===== src/design/cpbc_pkg.sv =====
// Shared types, codes and hash helper for the catalog page body checker.
package cpbc_pkg;

  localparam int unsigned MAX_BODY_BYTES_DEF = 65536;
  localparam int unsigned QDEPTH = 4;
  localparam int unsigned QIW = $clog2(QDEPTH);

  localparam logic [63:0] FNV_BASIS = 64'd1469598103934665603;
  localparam logic [63:0] MAGIC_WORD = 64'h3130_3054_4143_4253;
  localparam logic [4:0]  ROW_HDR_BYTES = 5'd20;
  localparam logic [5:0]  CKSUM_AT = 6'd40;
  localparam logic [7:0]  MIN_HDR_LEN = 8'd48;

  // configuration register indexes
  localparam logic [2:0] CFG_HDR_LEN   = 3'd0;
  localparam logic [2:0] CFG_MAJOR_MIN = 3'd1;
  localparam logic [2:0] CFG_MAJOR_MAX = 3'd2;
  localparam logic [2:0] CFG_MAJOR_CUR = 3'd3;
  localparam logic [2:0] CFG_MINOR_MAX = 3'd4;

  // record types
  localparam logic [1:0] REC_PAYLOAD = 2'd0;
  localparam logic [1:0] REC_ROW     = 2'd1;
  localparam logic [1:0] REC_END     = 2'd2;

  // page status codes
  localparam logic [3:0] ST_OK        = 4'd0;
  localparam logic [3:0] ST_SHORT     = 4'd1;
  localparam logic [3:0] ST_MAGIC     = 4'd2;
  localparam logic [3:0] ST_FORMAT    = 4'd3;
  localparam logic [3:0] ST_HDR_SIZE  = 4'd4;
  localparam logic [3:0] ST_BODY_HASH = 4'd5;
  localparam logic [3:0] ST_LENGTH    = 4'd6;
  localparam logic [3:0] ST_ROW_TRUNC = 4'd7;
  localparam logic [3:0] ST_PAY_SHORT = 4'd8;
  localparam logic [3:0] ST_PAY_HASH  = 4'd9;

  typedef enum logic [1:0] {
    PH_IDLE = 2'd0,
    PH_HDR  = 2'd1,
    PH_PAY  = 2'd2,
    PH_DONE = 2'd3
  } phase_t;

  // everything one accepted byte produces, handed from front to back
  typedef struct packed {
    logic        has_pay;
    logic [7:0]  data;
    logic        has_row;
    logic [15:0] kind;
    logic [31:0] ordinal;
    logic [15:0] len;
    logic        ok;
    logic        has_end;
    logic [3:0]  status;
    logic [31:0] seq;
    logic [63:0] next_page;
  } event_t;

  // FNV-1a step; prime is 2^40 + 0x1b3, done as shifts and adds
  function automatic logic [63:0] fnv_step(input logic [63:0] h, input logic [7:0] b);
    logic [63:0] x;
    x = h ^ {56'd0, b};
    return (x << 40) + (x << 8) + (x << 7) + (x << 5) + (x << 4) + (x << 1) + x;
  endfunction

endpackage


===== src/design/cpbc_front.sv =====
// Front end: takes body bytes, tracks header, rows and hashes, builds event bundles.
module cpbc_front #(
  parameter int unsigned MAX_BODY_BYTES = cpbc_pkg::MAX_BODY_BYTES_DEF
) (
  input  logic              clk,
  input  logic              rst_n,
  input  logic              cfg_we,
  input  logic [2:0]        cfg_index,
  input  logic [15:0]       cfg_wdata,
  input  logic              acc,
  input  logic [7:0]        body_byte,
  input  logic              last_byte,
  output logic              ev_push,
  output cpbc_pkg::event_t  ev
);
  import cpbc_pkg::*;

  localparam int unsigned PW = $clog2(MAX_BODY_BYTES) + 1;

  logic [7:0]  hdr_len_r;
  logic [15:0] major_min_r, major_max_r, major_cur_r, minor_max_r;

  logic [PW-1:0]  pos_r, pos_nxt;
  logic [63:0]    bh_r, bh_nxt, rh_r, rh_nxt, sh_r, sh_nxt;
  logic [319:0]   hdr_r, hdr_nxt;
  logic [159:0]   rhdr_r, rhdr_nxt;
  phase_t         ph_r, ph_nxt;
  logic [31:0]    left_r, left_nxt, rows_r, rows_nxt;
  logic [2:0]     ef_r, ef_nxt; // {pay_hash, pay_short, row_trunc}

  logic [7:0]     row_start;
  logic [PW-1:0]  off;
  logic [4:0]     k;
  logic [31:0]    plen, bb, rcount;
  logic [63:0]    want;
  logic           do_begin, do_finish, row_ok;
  logic [15:0]    major, minor;
  logic [3:0]     st;

  assign row_start = (hdr_len_r < MIN_HDR_LEN) ? MIN_HDR_LEN : hdr_len_r;

  // config registers
  always_ff @(posedge clk) begin
    if (!rst_n) begin
      hdr_len_r   <= 8'd64;
      major_min_r <= 16'd1;
      major_max_r <= 16'd1;
      major_cur_r <= 16'd1;
      minor_max_r <= 16'd0;
    end else if (cfg_we) begin
      unique case (cfg_index)
        CFG_HDR_LEN:   hdr_len_r   <= cfg_wdata[7:0];
        CFG_MAJOR_MIN: major_min_r <= cfg_wdata;
        CFG_MAJOR_MAX: major_max_r <= cfg_wdata;
        CFG_MAJOR_CUR: major_cur_r <= cfg_wdata;
        CFG_MINOR_MAX: minor_max_r <= cfg_wdata;
        default: ;
      endcase
    end
  end

  // page state
  always_ff @(posedge clk) begin
    if (!rst_n) begin
      pos_r  <= '0;
      bh_r   <= FNV_BASIS;
      rh_r   <= FNV_BASIS;
      sh_r   <= '0;
      hdr_r  <= '0;
      rhdr_r <= '0;
      ph_r   <= PH_IDLE;
      left_r <= '0;
      rows_r <= '0;
      ef_r   <= '0;
    end else begin
      pos_r  <= pos_nxt;
      bh_r   <= bh_nxt;
      rh_r   <= rh_nxt;
      sh_r   <= sh_nxt;
      hdr_r  <= hdr_nxt;
      rhdr_r <= rhdr_nxt;
      ph_r   <= ph_nxt;
      left_r <= left_nxt;
      rows_r <= rows_nxt;
      ef_r   <= ef_nxt;
    end
  end

  // per-byte walk, row handling and page end
  always_comb begin
    pos_nxt = pos_r; bh_nxt = bh_r; rh_nxt = rh_r; sh_nxt = sh_r;
    hdr_nxt = hdr_r; rhdr_nxt = rhdr_r; ph_nxt = ph_r; left_nxt = left_r;
    rows_nxt = rows_r; ef_nxt = ef_r;
    ev = '0;
    do_begin = 1'b0;
    do_finish = 1'b0;
    row_ok = 1'b0;
    off = pos_r + PW'(1);
    k = ROW_HDR_BYTES - left_r[4:0];
    plen = '0;
    bb = '0;
    rcount = '0;
    want = '0;
    major = '0;
    minor = '0;
    st = ST_OK;
    if (acc) begin
      if (pos_r < PW'(MAX_BODY_BYTES)) begin
        // body hash with the checksum field read as zero
        if (pos_r >= PW'(CKSUM_AT) && pos_r < PW'(CKSUM_AT + 6'd8))
          bh_nxt = fnv_step(bh_r, 8'd0);
        else
          bh_nxt = fnv_step(bh_r, body_byte);
        if (pos_r < PW'(CKSUM_AT))
          hdr_nxt[{pos_r[5:0], 3'b000} +: 8] = body_byte;
        else if (pos_r < PW'(CKSUM_AT + 6'd8))
          sh_nxt[{pos_r[2:0], 3'b000} +: 8] = body_byte;
        bb = hdr_nxt[223:192];
        rcount = hdr_nxt[191:160];

        unique case (ph_r)
          PH_HDR: begin
            rhdr_nxt[{k, 3'b000} +: 8] = body_byte;
            left_nxt = left_r - 32'd1;
            if (left_r == 32'd1) begin
              plen = rhdr_nxt[95:64];
              if (34'(off) + 34'(plen) > 34'(bb)) begin
                ef_nxt[1] = 1'b1;
                ph_nxt = PH_DONE;
              end else if (plen == 32'd0) begin
                do_finish = 1'b1;
              end else begin
                ph_nxt = PH_PAY;
                left_nxt = plen;
              end
            end
          end
          PH_PAY: begin
            ev.has_pay = 1'b1;
            ev.data = body_byte;
            rh_nxt = fnv_step(rh_r, body_byte);
            left_nxt = left_r - 32'd1;
            if (left_r == 32'd1) do_finish = 1'b1;
          end
          PH_IDLE: begin
            if (off == PW'(row_start)) do_begin = 1'b1;
          end
          default: ;
        endcase

        // row complete: report and check payload hash
        if (do_finish) begin
          want = rhdr_nxt[159:96];
          row_ok = (rh_nxt == want);
          ev.has_row = 1'b1;
          ev.kind = rhdr_nxt[15:0];
          ev.ordinal = rhdr_nxt[63:32];
          ev.len = rhdr_nxt[79:64];
          ev.ok = row_ok;
          if (!row_ok) begin
            ef_nxt[2] = 1'b1;
            ph_nxt = PH_DONE;
          end else begin
            rows_nxt = rows_r + 32'd1;
            do_begin = 1'b1;
          end
        end

        // start next row header if one is due and fits
        if (do_begin) begin
          if (rows_nxt >= rcount) begin
            ph_nxt = PH_DONE;
          end else if (34'(off) + 34'(ROW_HDR_BYTES) > 34'(bb)) begin
            ef_nxt[0] = 1'b1;
            ph_nxt = PH_DONE;
          end else begin
            ph_nxt = PH_HDR;
            left_nxt = 32'(ROW_HDR_BYTES);
            rhdr_nxt = '0;
            rh_nxt = FNV_BASIS;
          end
        end
        pos_nxt = off;
      end

      // page end status by priority, then clear page state
      if (last_byte) begin
        major = hdr_nxt[79:64];
        minor = hdr_nxt[95:80];
        bb = hdr_nxt[223:192];
        priority if (pos_nxt < PW'(row_start)) st = ST_SHORT;
        else if (hdr_nxt[63:0] != MAGIC_WORD) st = ST_MAGIC;
        else if (major < major_min_r || major > major_max_r ||
                 (major == major_cur_r && minor > minor_max_r)) st = ST_FORMAT;
        else if (hdr_nxt[127:96] != {24'd0, hdr_len_r}) st = ST_HDR_SIZE;
        else if (sh_nxt != bh_nxt) st = ST_BODY_HASH;
        else if (33'(bb) > 33'(pos_nxt) || bb < {24'd0, row_start}) st = ST_LENGTH;
        else if (ef_nxt[0]) st = ST_ROW_TRUNC;
        else if (ef_nxt[1]) st = ST_PAY_SHORT;
        else if (ef_nxt[2]) st = ST_PAY_HASH;
        else st = ST_OK;
        ev.has_end = 1'b1;
        ev.status = st;
        ev.seq = hdr_nxt[159:128];
        ev.next_page = hdr_nxt[319:256];
        pos_nxt = '0; bh_nxt = FNV_BASIS; rh_nxt = FNV_BASIS; sh_nxt = '0;
        hdr_nxt = '0; rhdr_nxt = '0; ph_nxt = PH_IDLE; left_nxt = '0;
        rows_nxt = '0; ef_nxt = '0;
      end
    end
  end

  assign ev_push = acc && (ev.has_pay || ev.has_row || ev.has_end);

endmodule


===== config.mk =====
export PLATFORM = sky130hd
export DESIGN_NAME = cpbc_front
export DESIGN_NICKNAME = d
export VERILOG_FILES = /design/src/design/cpbc_pkg.sv /design/src/design/cpbc_front.sv
export SDC_FILE = /design/constraint.sdc
export NUM_CORES = 2
export LEC_CHECK = 0
export CORE_MARGIN = 2
export CORE_UTILIZATION = 60
export DETAILED_ROUTE_END_ITERATION = 7
export DONT_BUFFER_PORTS = 1
export PLACE_DENSITY = 0.76
export SYNTH_ARGS = -nofsm -noshare
export SYNTH_HDL_FRONTEND = slang
export SYNTH_SLANG_ARGS = --single-unit

===== constraint.sdc =====
create_clock -name clk -period 21.2 [get_ports clk]
set_input_delay 3.18 -clock clk [delete_from_list [all_inputs] [get_ports clk]]
set_output_delay 3.18 -clock clk [all_outputs]
set_load 0.01 [all_outputs]

==> impl_metrics.py <==
metrics = {
    "yosys": {
        "synth_mux_area_share_pct": 3.74,
        "yosys.area.top_type_share_pct": 20.7,
        "ys_seq_area_share_pct": 20.7,
        "synth.most_common_cell": "nor2_1",
        "yosysTopAreaCell": "dfxtp_1",
        "synth_area_um2": 75500,
        "syn-num-nets": 10500,
        "synth_xor_area_share_pct": 5.23,
        "postSynthCellCount": 9467,
        "synth_seq_cells": 782,
        "synthAdderAreaFrac_pct": 23.3,
        "yosys-top-cells-area": "dfxtp_1 21%, fa_1 16%, ha_1 7.6%",
        "synth_edf_count": 0,
        "ys_top_cells_by_count": "1095 x nor2_1, 1039 x inv_1, 800 x nand2_1",
        "synth_top_family_by_area": "adder cells",
        "syn_area_per_cell_um2": 7.98,
        "synth-compound-area-share_pct": 20.3,
        "synth-main-ff-cell": "dfxtp_1",
        "synthArstFlopShare_pct": 0,
        "yosys.area_share.simple_pct": 18.8,
        "ys_types": 106,
        "synth_warnings": 0,
    },
    "clocking": {
        "clk_pin_slew_ps": 70,
        "postCtsSetupBuffers": 0,
        "cts_made_buffers": 89,
        "ctsLongestPathBuffers": 3,
        "clockRootBuffer": "clkbuf_16",
        "insertion_delay_ps": 770,
        "h-tree-depth": 3,
        "cts.sinks": 782,
        "cts_hold_buf": 0,
        "cts_tree": "built",
        "post_cts_resized": 0,
    },
    "finish": {
        "drive_gt1_share_pct": 4.78,
        "syn_to_final_growth_pct": 5.86,
        "nNetsFinal": 10300,
        "n_fill_cell": 10800,
    },
    "timing": {
        "layout_min_cycle_time_ps": 17290,
        "setup_violations": 0,
        "grt_setup_unrepaired": "false",
        "relSlewSlack_pct": 9.04,
        "period_share_pct": 81.6,
        "fmax_ghz": 0.0578,
        "fin_setup_tns_ps": 0,
        "finClkSkew_ps": 64.7,
        "hold_viol": 0,
        "worst_pin_slew_ps": 1360,
        "slew_violations": 0,
    },
    "floorplanning": {
        "ios": 209,
        "core_um2": 125000,
        "fp.dieW_um": 359,
        "die_area_um2": 129000,
        "start_util_pct": 60.3,
        "std_cell_rows": 130,
        "die_y_um": 359,
    },
    "detailed_routing": {
        "via_per_inst": 6.73,
        "drt-initial-drc-count": 9671,
        "ant_nets": 0,
        "drt-total-wl_mm": 298,
        "dr.pass1.iters": 7,
        "route.detailed.drc": 0,
        "vias": 73400,
        "routedWlPerCell_um": 27.4,
    },
    "run_status": {
        "status": "completed",
    },
    "global_route": {
        "gr-total-overflow": 0,
        "grt_use_total_pct": 45.4,
        "grt_pass1_wl_mm": 442,
        "first_global_vias": 70300,
        "grt_max_degree": 206,
        "antenna_found_initial": 9,
    },
    "critical_path": {
        "crit_fanout": 21,
        "critPathMostFrequentCell": "a21oi_1",
        "worstSetupPathType": "reg2out",
        "crit_path_max_incr_delay_ps": 720,
        "cp.required_ps": 18020,
        "crit_path_end_kind": "output pin",
        "worstSetupStartpointType": "flip-flop",
        "slowest_stage": "ha_1",
        "arrival_ps": 14110,
    },
    "placement": {
        "dp_hpwl_mm": 224,
        "gp_congestion": 1.05,
        "io_buffers": 0,
    },
    "hold_path": {
        "hold_class": "reg2reg",
    },
    "job": {
        "max_cap_viol_count": 0,
    },
}
[through the flow]
step / std cells / hold WS (ps) / setup slack [ps] / instance area, um^2 / util (%)
finish: 10900 / 448 / 3910 / 79900 / 63.8
global route: 10900 / 465 / 2960 / 79900 / 63.8
CTS: 10900 / 449 / 3980 / 79900 / 63.8
detailed placement: 10700 / 439 / 4100 / 76800 / 61.3
global placement: 10700 / 431 / 4240 / 76800 / 61.3
floorplan: 9467 / 423 / 5130 / 75500 / -
[flip-flops by register name (all words and copies together) (netlist names)]
signal	count
bh_r	64
major_cur_r	16
hdr_r	288
hdr_len_r	8
rows_r	32
minor_max_r	16
ph_r	2
major_min_r	16
rhdr_r	144
pos_r	17
ef_r	3
rh_r	64
major_max_r	16
sh_r	64
left_r	32
[cell type report]
type	instances	area, um^2	area share [%]
clock inverter	41	656	0.820
antenna	4	10.0	0.0125
multi-input combinational	7126	54100	67.7
timing repair buffer	133	1010	1.26
inverter	1043	3920	4.91
tap	1650	2060	2.58
clock buffer	119	2530	3.16
sequential	782	15700	19.6
[worst max-delay path: cells and delay by family, from the launching register on]
family	cells	cell delay (ps)
AOI/OAI and AO/OA	28	6090
xor gates and xnor gates	1	130
muxes	2	920
buffers and inverters	4	1010
and+or+nand+nor	12	2920
adders and majority gates	4	1610
DFF	1	640
[routing by layer]
metal,share of wire (%),vias to the layer above,global-route usage [%]
met5,0.019,-,0
met3,12,1032,12.3
met1,39,35300,59.9
li1,-,32200,-
met2,42,4840,67.5
met4,6.3,8,24.6
[worst paths after layout]
kind / start / cells after the start / to / slack, ps
worst min register to register: rhdr_r[56]$_SDFFE_PN0P_ / 2 / rhdr_r[56]$_SDFFE_PN0P_ / 450
worst max-delay path: left_r[0]$_SDFFE_PN0P_ / 51 / ev[96] / 3910
worst min-delay path: rhdr_r[56]$_SDFFE_PN0P_ / 2 / rhdr_r[56]$_SDFFE_PN0P_ / 450
worst max register to register: left_r[0]$_SDFFE_PN0P_ / 53 / rhdr_r[84]$_SDFFE_PN0P_ / 6110
[placed cells by master (no fill, tap or decap), types with 48 or more instances in the layout]
cell,n
fa_1,591
xnor2_1,287
or3_1,53
a22oi_1,337
inv_1,1036
ha_1,456
nor2_1,1089
a21oi_1,673
nor3_1,140
o211ai_1,61
dfxtp_1,781
nor4_1,74
o2bb2ai_1,56
a31oi_1,87
nand3_1,203
and3_1,94
a22o_1,50
o21ai_0,295
clkbuf_16,89
xor2_1,160
mux2i_1,226
nand2b_1,77
mux2_2,48
buf_4,132
a211oi_1,84
o21a_1,77
and2_1,82
nand2_1,796
a21o_1,121
o22ai_1,78
nand4_1,156
nor2b_1,83
[cell families (layout without fill, tap and decap cells)]
logic type	count (synthesis)	in the layout
and+or+nand+nor	3045	3045
AOI/OAI and AO/OA	2308	2308
buffers and inverters	1559	1336
adders and majority gates	1049	1049
DFF	782	782
xor gates and xnor gates	449	449
muxes	275	275
other	0	4
Power is not shown: default switching activity piles up to over one toggle a cycle in this logic, so the estimate is an artifact.
